<file path="config.mk">
export PLATFORM = sky130hd
export DESIGN_NAME = mic_downmix_level_meter_top
export DESIGN_NICKNAME = d
export VERILOG_FILES = /design/src/sv/mdlm_pkg.sv /design/src/sv/mdlm_ctrl.sv /design/src/sv/mdlm_front.sv /design/src/sv/mdlm_mean.sv /design/src/sv/mdlm_level.sv /design/src/sv/mic_downmix_level_meter_top.sv
export VERILOG_INCLUDE_DIRS = /design/src /design/src/sv
export SDC_FILE = /design/constraint.sdc
export NUM_CORES = 1
export LEC_CHECK = 0
export BUFFER_PORTS_ARGS = -buffer_cell sky130_fd_sc_hd__buf_2
export CAP_MARGIN = 5
export CORE_MARGIN = 4
export CORE_UTILIZATION = 40
export CTS_BUF_LIST = sky130_fd_sc_hd__clkbuf_4 sky130_fd_sc_hd__clkbuf_8
export DETAILED_ROUTE_END_ITERATION = 6
export PLACE_DENSITY_LB_ADDON = 0.3
export RECOVER_POWER = 50
export SLEW_MARGIN = 25
export SYNTH_ARGS = -nofsm -noshare
export SYNTH_HDL_FRONTEND = slang
export SYNTH_SLANG_ARGS = --single-unit
export TNS_END_PERCENT = 5
</file>
<file path="constraint.sdc">
create_clock -name clk -period 8.3 [get_ports clk]
set_input_delay 1.66 -clock clk [delete_from_list [all_inputs] [get_ports clk]]
set_output_delay 1.66 -clock clk [all_outputs]
set_load 0.02 [all_outputs]
</file>
<file path="src/sv/assert_macros.svh">
// Assertion helpers, compiled out for synthesis.
`ifndef ASSERT_MACROS_SVH
`define ASSERT_MACROS_SVH

`ifndef SYNTHESIS

// Property holds at every clock edge outside reset.
`define ASSERT_AR(lbl, clk, rst_n, prop, msg) \
	lbl: assert property (@(posedge clk) disable iff (!rst_n) (prop)) else $error(msg);

// When ante holds, cons holds in the next cycle.
`define ASSERT_NEXT(lbl, clk, rst_n, ante, cons, msg) \
	lbl: assert property (@(posedge clk) disable iff (!rst_n) (ante) |=> (cons)) else $error(msg);

`else

`define ASSERT_AR(lbl, clk, rst_n, prop, msg)
`define ASSERT_NEXT(lbl, clk, rst_n, ante, cons, msg)

`endif

`endif

</file>
<file path="src/sv/mdlm_pkg.sv">
package mdlm_pkg;

	localparam int unsigned SMP_W = 16;
	localparam int unsigned SUM_W = 24;
	localparam int unsigned CNT_W = 9;
	localparam int unsigned LVL_W = 10;

	localparam int unsigned GATE_FLOOR = 24;
	localparam int unsigned SCALE_SPAN = 900;
	localparam int unsigned LEVEL_MAX  = 1000;

	// x*1000/900 == (x*72820) >> 16 for x < 900
	localparam int unsigned SCALE_RECIP = 72820;
	// x/3 == (x*21846) >> 16 for x <= 3000
	localparam int unsigned THIRD_RECIP = 21846;
	localparam int unsigned RECIP_SHIFT = 16;

	// shift of the frame length reciprocal
	localparam int unsigned MEAN_SHIFT = 24;

	// pipeline stage slots
	localparam int unsigned NUM_STG = 7;
	localparam int unsigned STG_S1  = 0;
	localparam int unsigned STG_S2  = 1;
	localparam int unsigned STG_S3  = 2;
	localparam int unsigned STG_S4  = 3;
	localparam int unsigned STG_S5  = 4;
	localparam int unsigned STG_S6  = 5;
	localparam int unsigned STG_OUT = 6;

	typedef struct packed {
		logic [NUM_STG-1:0] ld;   // stage register loads this cycle
		logic [NUM_STG-1:0] vld;  // stage register holds an item
	} pipe_ctl_t;

endpackage

</file>
<file path="src/sv/mdlm_ctrl.sv">
module mdlm_ctrl (
	input  logic                clk,
	input  logic                arst_n,
	input  logic                in_valid,
	input  logic                out_ready,
	output logic                in_ready,
	output mdlm_pkg::pipe_ctl_t ctl
);

	logic [mdlm_pkg::NUM_STG-1:0] vld_q;
	logic [mdlm_pkg::NUM_STG-1:0] rdy;
	logic [mdlm_pkg::NUM_STG-1:0] vld_in;

	// a stage may load when it is empty or its content moves on
	always_comb begin
		rdy[mdlm_pkg::NUM_STG-1] = !vld_q[mdlm_pkg::NUM_STG-1] || out_ready;
		for (int k = mdlm_pkg::NUM_STG - 2; k >= 0; k--) begin
			rdy[k] = !vld_q[k] || rdy[k+1];
		end
	end

	assign vld_in = {vld_q[mdlm_pkg::NUM_STG-2:0], in_valid};

	always_ff @(posedge clk or negedge arst_n) begin
		if (!arst_n) begin
			vld_q <= '0;
		end else begin
			for (int k = 0; k < mdlm_pkg::NUM_STG; k++) begin
				if (rdy[k]) begin
					vld_q[k] <= vld_in[k];
				end
			end
		end
	end

	assign in_ready = rdy[mdlm_pkg::STG_S1];
	assign ctl.ld   = rdy;
	assign ctl.vld  = vld_q;

endmodule

</file>
<file path="src/sv/mdlm_front.sv">
`include "assert_macros.svh"

module mdlm_front #(
	parameter int unsigned FRAME_SAMPLES = 320
) (
	input  logic                               clk,
	input  logic                               arst_n,
	input  mdlm_pkg::pipe_ctl_t                ctl,
	input  logic signed [mdlm_pkg::SMP_W-1:0]  mic_a_sample,
	input  logic signed [mdlm_pkg::SMP_W-1:0]  mic_b_sample,
	output logic signed [mdlm_pkg::SMP_W-1:0]  mono_s3,
	output logic        [mdlm_pkg::SUM_W-1:0]  sum_s3,
	output logic                               close_s3
);

	localparam logic [mdlm_pkg::CNT_W-1:0] FRAME_LEN = mdlm_pkg::CNT_W'(FRAME_SAMPLES);

	logic signed [mdlm_pkg::SMP_W-1:0] a_s1;
	logic signed [mdlm_pkg::SMP_W-1:0] b_s1;
	logic signed [mdlm_pkg::SMP_W-1:0] mono_s2;
	logic signed [mdlm_pkg::SMP_W:0]   pair_sum;
	logic        [mdlm_pkg::SMP_W:0]   pair_adj;
	logic        [mdlm_pkg::SMP_W-1:0] mag;
	logic        [mdlm_pkg::SUM_W-1:0] acc_q;
	logic        [mdlm_pkg::SUM_W-1:0] sum_next;
	logic        [mdlm_pkg::CNT_W-1:0] cnt_q;
	logic        [mdlm_pkg::CNT_W-1:0] cnt_next;
	logic                              close;
	logic                              acc_upd;

	always_ff @(posedge clk) begin
		if (ctl.ld[mdlm_pkg::STG_S1]) begin
			a_s1 <= mic_a_sample;
			b_s1 <= mic_b_sample;
		end
	end

	// average toward zero: add one to a negative sum before the halving shift
	assign pair_sum = {a_s1[mdlm_pkg::SMP_W-1], a_s1} + {b_s1[mdlm_pkg::SMP_W-1], b_s1};
	assign pair_adj = pair_sum + {{mdlm_pkg::SMP_W{1'b0}}, pair_sum[mdlm_pkg::SMP_W]};

	always_ff @(posedge clk) begin
		if (ctl.ld[mdlm_pkg::STG_S2]) begin
			mono_s2 <= pair_adj[mdlm_pkg::SMP_W:1];
		end
	end

	// full-scale negative gives 32768, still fits unsigned
	assign mag      = mono_s2[mdlm_pkg::SMP_W-1] ? (~mono_s2 + 1'b1) : mono_s2;
	assign sum_next = acc_q + {{(mdlm_pkg::SUM_W - mdlm_pkg::SMP_W){1'b0}}, mag};
	assign cnt_next = cnt_q + 1'b1;
	assign close    = (cnt_next >= FRAME_LEN);
	assign acc_upd  = ctl.vld[mdlm_pkg::STG_S2] && ctl.ld[mdlm_pkg::STG_S3];

	always_ff @(posedge clk or negedge arst_n) begin
		if (!arst_n) begin
			acc_q <= '0;
			cnt_q <= '0;
		end else if (acc_upd) begin
			acc_q <= close ? '0 : sum_next;
			cnt_q <= close ? '0 : cnt_next;
		end
	end

	always_ff @(posedge clk) begin
		if (ctl.ld[mdlm_pkg::STG_S3]) begin
			mono_s3  <= mono_s2;
			sum_s3   <= sum_next;
			close_s3 <= close;
		end
	end

	`ASSERT_AR(a_cnt_in_frame, clk, arst_n, cnt_q < FRAME_LEN, "frame counter past frame length")
	`ASSERT_NEXT(a_acc_clear, clk, arst_n, acc_upd && close, acc_q == '0 && cnt_q == '0, "accumulator not cleared at frame end")

endmodule

</file>
<file path="src/sv/mdlm_mean.sv">
module mdlm_mean #(
	parameter int unsigned FRAME_SAMPLES = 320
) (
	input  logic                               clk,
	input  mdlm_pkg::pipe_ctl_t                ctl,
	input  logic signed [mdlm_pkg::SMP_W-1:0]  mono_s3,
	input  logic        [mdlm_pkg::SUM_W-1:0]  sum_s3,
	input  logic                               close_s3,
	output logic signed [mdlm_pkg::SMP_W-1:0]  mono_s5,
	output logic        [mdlm_pkg::SUM_W-1:0]  mean_s5,
	output logic                               close_s5
);

	localparam int unsigned PROD_W = 2 * mdlm_pkg::SUM_W;
	localparam int unsigned QN_W   = mdlm_pkg::SUM_W + mdlm_pkg::CNT_W;
	localparam logic [mdlm_pkg::CNT_W-1:0] FRAME_LEN = mdlm_pkg::CNT_W'(FRAME_SAMPLES);
	localparam logic [mdlm_pkg::SUM_W:0] RECIP =
		(mdlm_pkg::SUM_W + 1)'((64'd1 << mdlm_pkg::MEAN_SHIFT) / FRAME_SAMPLES);

	logic signed [mdlm_pkg::SMP_W-1:0] mono_s4;
	logic        [mdlm_pkg::SUM_W-1:0] sum_s4;
	logic                              close_s4;
	logic        [PROD_W-1:0]          prod_s4;
	logic        [mdlm_pkg::SUM_W-1:0] q_est;
	logic        [QN_W-1:0]            qn;
	logic        [mdlm_pkg::SUM_W-1:0] rem;

	// estimate from the reciprocal is low by at most one
	always_ff @(posedge clk) begin
		if (ctl.ld[mdlm_pkg::STG_S4]) begin
			mono_s4  <= mono_s3;
			sum_s4   <= sum_s3;
			close_s4 <= close_s3;
			prod_s4  <= PROD_W'(sum_s3) * PROD_W'(RECIP);
		end
	end

	assign q_est = prod_s4[PROD_W-1:mdlm_pkg::MEAN_SHIFT];
	assign qn    = QN_W'(q_est) * QN_W'(FRAME_LEN);
	assign rem   = sum_s4 - qn[mdlm_pkg::SUM_W-1:0];

	always_ff @(posedge clk) begin
		if (ctl.ld[mdlm_pkg::STG_S5]) begin
			mono_s5  <= mono_s4;
			close_s5 <= close_s4;
			mean_s5  <= (rem >= mdlm_pkg::SUM_W'(FRAME_LEN)) ? q_est + 1'b1 : q_est;
		end
	end

endmodule

</file>
<file path="src/sv/mdlm_level.sv">
`include "assert_macros.svh"

module mdlm_level (
	input  logic                               clk,
	input  logic                               arst_n,
	input  mdlm_pkg::pipe_ctl_t                ctl,
	input  logic signed [mdlm_pkg::SMP_W-1:0]  mono_s5,
	input  logic        [mdlm_pkg::SUM_W-1:0]  mean_s5,
	input  logic                               close_s5,
	output logic signed [mdlm_pkg::SMP_W-1:0]  mono_q,
	output logic        [mdlm_pkg::LVL_W-1:0]  level_q,
	output logic                               frame_end_q
);

	localparam int unsigned SPROD_W = 27;
	localparam int unsigned TOT_W   = mdlm_pkg::LVL_W + 2;
	localparam int unsigned LPROD_W = 28;

	logic [mdlm_pkg::SUM_W-1:0] over;
	logic [SPROD_W-1:0]         sprod;
	logic                       gate_s6;
	logic                       sat_s6;
	logic                       close_s6;
	logic signed [mdlm_pkg::SMP_W-1:0] mono_s6;
	logic [mdlm_pkg::LVL_W-1:0] scaled_s6;
	logic [mdlm_pkg::LVL_W-1:0] target;
	logic [TOT_W-1:0]           total;
	logic [LPROD_W-1:0]         lprod;
	logic                       lvl_upd;

	assign over  = mean_s5 - mdlm_pkg::SUM_W'(mdlm_pkg::GATE_FLOOR);
	assign sprod = SPROD_W'(over[mdlm_pkg::LVL_W-1:0]) * SPROD_W'(mdlm_pkg::SCALE_RECIP);

	always_ff @(posedge clk) begin
		if (ctl.ld[mdlm_pkg::STG_S6]) begin
			mono_s6   <= mono_s5;
			close_s6  <= close_s5;
			gate_s6   <= (mean_s5 <= mdlm_pkg::SUM_W'(mdlm_pkg::GATE_FLOOR));
			sat_s6    <= (over >= mdlm_pkg::SUM_W'(mdlm_pkg::SCALE_SPAN));
			scaled_s6 <= sprod[mdlm_pkg::RECIP_SHIFT +: mdlm_pkg::LVL_W];
		end
	end

	always_comb begin
		priority if (gate_s6) begin
			target = '0;
		end else if (sat_s6) begin
			target = mdlm_pkg::LVL_W'(mdlm_pkg::LEVEL_MAX);
		end else begin
			target = scaled_s6;
		end
	end

	// level = (2*level + target) / 3
	assign total   = {1'b0, level_q, 1'b0} + TOT_W'(target);
	assign lprod   = LPROD_W'(total) * LPROD_W'(mdlm_pkg::THIRD_RECIP);
	assign lvl_upd = ctl.vld[mdlm_pkg::STG_S6] && ctl.ld[mdlm_pkg::STG_OUT] && close_s6;

	always_ff @(posedge clk or negedge arst_n) begin
		if (!arst_n) begin
			level_q <= '0;
		end else if (lvl_upd) begin
			level_q <= lprod[mdlm_pkg::RECIP_SHIFT +: mdlm_pkg::LVL_W];
		end
	end

	always_ff @(posedge clk) begin
		if (ctl.ld[mdlm_pkg::STG_OUT]) begin
			mono_q      <= mono_s6;
			frame_end_q <= close_s6;
		end
	end

	`ASSERT_AR(a_level_range, clk, arst_n, level_q <= mdlm_pkg::LVL_W'(mdlm_pkg::LEVEL_MAX), "level above full scale")
	`ASSERT_NEXT(a_level_hold, clk, arst_n, !lvl_upd, $stable(level_q), "level moved without a frame end")

endmodule

</file>
<file path="src/sv/mic_downmix_level_meter_top.sv">
// Two-microphone downmix with a mean-absolute level meter. Every item carries one
// sample per microphone slot and yields exactly one result: the mono average
// (truncated toward zero), the current smoothed level (0..1000) and a frame_end
// flag on the sample that closes a frame of FRAME_SAMPLES samples. Throughput is
// one item per clock while the output is not stalled. The register stages are the
// input register, the downmix, the accumulator, the two-step divide by the frame
// length (reciprocal multiply, then one-step correction), the gate and scale
// multiply, and the smoothing multiply into the output register. Each stage
// has its own valid bit, so bubbles collapse under back-pressure and an item is
// taken while a finished result still waits. No clearing pass after reset.
module mic_downmix_level_meter_top #(
	parameter int unsigned FRAME_SAMPLES = 320
) (
	input  logic        clk,
	input  logic        arst_n,
	input  logic        s_axis_tvalid,
	output logic        s_axis_tready,
	input  logic [31:0] s_axis_tdata,   // [15:0] mic_a_sample, [31:16] mic_b_sample
	output logic        m_axis_tvalid,
	input  logic        m_axis_tready,
	output logic [31:0] m_axis_tdata,   // [15:0] mono_sample, [25:16] level, zero above
	output logic        m_axis_tuser    // [0] frame_end
);

	mdlm_pkg::pipe_ctl_t ctl;

	logic signed [mdlm_pkg::SMP_W-1:0] mono_s3;
	logic        [mdlm_pkg::SUM_W-1:0] sum_s3;
	logic                              close_s3;
	logic signed [mdlm_pkg::SMP_W-1:0] mono_s5;
	logic        [mdlm_pkg::SUM_W-1:0] mean_s5;
	logic                              close_s5;
	logic signed [mdlm_pkg::SMP_W-1:0] mono_q;
	logic        [mdlm_pkg::LVL_W-1:0] level_q;
	logic                              frame_end_q;

	mdlm_ctrl u_ctrl (
		.clk       (clk),
		.arst_n    (arst_n),
		.in_valid  (s_axis_tvalid),
		.out_ready (m_axis_tready),
		.in_ready  (s_axis_tready),
		.ctl       (ctl)
	);

	mdlm_front #(
		.FRAME_SAMPLES (FRAME_SAMPLES)
	) u_front (
		.clk          (clk),
		.arst_n       (arst_n),
		.ctl          (ctl),
		.mic_a_sample (s_axis_tdata[15:0]),
		.mic_b_sample (s_axis_tdata[31:16]),
		.mono_s3      (mono_s3),
		.sum_s3       (sum_s3),
		.close_s3     (close_s3)
	);

	mdlm_mean #(
		.FRAME_SAMPLES (FRAME_SAMPLES)
	) u_mean (
		.clk      (clk),
		.ctl      (ctl),
		.mono_s3  (mono_s3),
		.sum_s3   (sum_s3),
		.close_s3 (close_s3),
		.mono_s5  (mono_s5),
		.mean_s5  (mean_s5),
		.close_s5 (close_s5)
	);

	mdlm_level u_level (
		.clk         (clk),
		.arst_n      (arst_n),
		.ctl         (ctl),
		.mono_s5     (mono_s5),
		.mean_s5     (mean_s5),
		.close_s5    (close_s5),
		.mono_q      (mono_q),
		.level_q     (level_q),
		.frame_end_q (frame_end_q)
	);

	assign m_axis_tvalid = ctl.vld[mdlm_pkg::STG_OUT];
	assign m_axis_tdata  = {6'b0, level_q, mono_q};
	assign m_axis_tuser  = frame_end_q;

endmodule

</file>
==> impl_metrics.csv <==
group,metric,value,unit
sta,period_needed,7.63,ns
yosys,synth_edf_count,220,
critical_path,regToRegSetupSlack,0.67,ns
layout,fillerInstances,5518,
routing,ant_nets,0,
sta,worstMarginPinSlew,2.95,ns
critical_path,crit_slowest_cell,"fa_1",
sta,fin_crit_sh,91.9,%
critical_path,r2r-end,"u_level.level_q[8]",
critical_path,rr_worst_depth,29,
sta,finalSetupTns,0,ns
routing,drt-initial-drc-count,676,
yosys,synthesis.area,24000,um^2
grt,grt_pass1_wl,82700,um
placement,io_buffer_count,64,
layout,fin_nets,2850,
grt,first_global_vias,16600,
clock_network,path_clk_slew,0.06,ns
worst_hold_path,hold_depth,0,
sta,fmax,0.131,GHz
clock_network,cts_buffers,45,
sta,clock_skew,0.0267,ns
grt,antenna_found_initial,0,
clock_network,cts.sinks,270,
worst_hold_path,min_to,"u_mean.mono_s4[0]",
clock_network,cts_tree,"built",
grt,overflow,0,
layout,area_growth,9.36,%
yosys,seq_area_frac_synth,32.7,%
yosys,synth-seq-cells,270,
yosys,synth_cell_type_count,80,
yosys,synth_flop_cell,"edfxtp_1",
critical_path,crit_arrival,8.07,ns
outcome,status,"finished, violations left",
worst_hold_path,hold_class,"flop to flop",
clock_network,htreeDepth,2,
clock_network,cts_buffer_depth,3,
critical_path,cp.required,8.75,ns
floorplan,chipWidth,253,um
yosys,syn_area_per_cell,11.2,um^2
grt,grt_usage,15.7,%
floorplan,initial_core_util,40.5,%
job,maxCapViolations,2,
routing,vias,15700,
placement,gp_congestion,0.888,
yosys,synth_top_area_cell,"edfxtp_1",
routing,via_per_inst,5.16,
yosys,synthArstFlopShare,18.5,%
critical_path,cp-end-kind,"flop",
clock_network,post_cts_buffers,0,
critical_path,start_kind,"flop",
routing,detail_route.wl_per_cell,16.3,um
layout,diodes,0,
clock_network,root_buffer,"clkbuf_8",
critical_path,crit_top_cell,"fa_1",
grt,grt_max_degree,53,
critical_path,crit_fanout,8,
critical_path,critical_path_class,"flop to flop",
worst_hold_path,min_from,"u_front.mono_s3[0]",
sta,slew_viol_final,104,
sta,setup_viol,0,
routing,wirelength,49500,um
yosys,synth_top_area_share,27.5,%
critical_path,r2r_start,"u_level.gate_s6",
layout,layout_commonest_cell,"ha_1",
outcome,failed_checks,"max-capacitance violations, max-slew violations",
floorplan,rows,89,
layout,drive_gt1_share,7.95,%
clock_network,clk_latency,0.61,ns
placement,dp_hpwl,39800,um
floorplan,core,59200,um^2
routing,drt-pass1-iter-count,5,
layout,mostFrequentLayoutCells,"ha_1 (394), inv_1 (325), edfxtp_1 (220)",
yosys,netlist_instances,2138,
sta,slew_headroom,-96.5,%
critical_path,slowest_delay,0.59,ns
floorplan,dieHeight,253,um
floorplan,ioPinCount,71,
floorplan,die_area,64000,um^2
yosys,yosys-top-cells-area,"edfxtp_1 (28%), ha_1 (21%), fa_1 (16%), dfrtp_1 (5.2%), inv_1 (5.1%)",
sta,hold_viol_final,0,
sta,rsz0062_at_grt,"no",
routing,route.detailed.drc,0,
yosys,yosysWarnings,0,
-- per-stage QoR --
stage / setup slack (ns) / instance area (um^2) / utilization (%) / instances / hold WS, ns
after global routing: 0.109 / 26200 / 44.3 / 3038 / 0.419
after CTS: 0.480 / 26200 / 44.3 / 3038 / 0.417
final: 0.672 / 26200 / 44.3 / 3038 / 0.410
after floorplan: 1.30 / 24000 / - / 2143 / 0.400
after detailed placement: 0.535 / 25200 / 42.6 / 2954 / 0.405
after global placement: 0.715 / 25200 / 42.6 / 2954 / 0.402
-- synth_stat cells, drive strengths merged, types with 22 or more instances --
cell type  number
nor3           28
a211oi         22
nor2b          22
nor2           70
edfxtp        220
a21oi          75
fa            192
inv           326
a21o           35
dfrtp          50
xnor2         103
nand2          91
and3           33
clkbuf         25
xor2           41
nand3          45
o21ai          79
ha            394
-- how the worst max path moves through the flow --
stage	from	to	slack [ns]	cells after the start
final	u_level.gate_s6	u_level.level_q[8]	0.67	29
after global routing	u_level.gate_s6	u_level.level_q[7]	0.11	30
after CTS	u_level.gate_s6	u_level.level_q[8]	0.48	29
after detailed placement	u_level.gate_s6	u_level.level_q[8]	0.53	29
after global placement	u_level.gate_s6	u_level.level_q[8]	0.72	29
after floorplan	u_level.gate_s6	u_level.level_q[8]	1.30	30
-- layout make-up --
class	instances	area [um^2]	share of cell area [%]
Multi-Input combinational cell	1513	14800	56.4
Sequential cell	270	7860	29.9
Timing Repair Buffer	71	358	1.36
Tap cell	773	967	3.69
Clock buffer	58	729	2.78
Inverter	327	1230	4.68
Clock inverter	26	304	1.16
-- registers in the layout (all words and copies together), names as in the netlist, 17 cells and up --
register and flops:
u_front.sum_s3 24, u_mean.sum_s4 18, u_front.acc_q 24, u_mean.mean_s5 17
-- metal layers --
metal,up-vias,GRT usage (%),wire [um]
li1,7708,-,-
met2,202,27.9,24500
met1,7682,20.6,22500
met4,0,4.05,986
met3,72,1.81,1390
met5,-,0,0
-- timing repair --
item | in CTS | in global routing
setup endpoints to repair | 0 | 3
resized for setup | 0 | 2
hold buffers | 0 | 0
-- critical path: cells and delay by family, from the launching register on --
family / cells / cell delay, ns
AOI/OAI and AO/OA: 11 / 2.49
buffers and inverters: 4 / 0.29
adders and majority gates: 8 / 3.29
xor gates and xnor gates: 2 / 0.39
DFF: 1 / 0.47
and+or+nand+nor: 4 / 0.53
-- logic make-up after synthesis --
| logic type | Yosys count | share of synthesized area [%] |
|---|---|---|
| AOI/OAI and AO/OA | 349 | 9.99 |
| muxes | 10 | 0.443 |
| other | 1 | 0.0156 |
| adders and majority gates | 586 | 36.6 |
| buffers and inverters | 360 | 5.73 |
| DFF | 270 | 32.7 |
| and+or+nand+nor | 418 | 9.26 |
| xor gates and xnor gates | 144 | 5.26 |
Power is left out: the tool's default activity adds up to more than one toggle a clock period on the data nets, which glitch-free logic cannot reach.
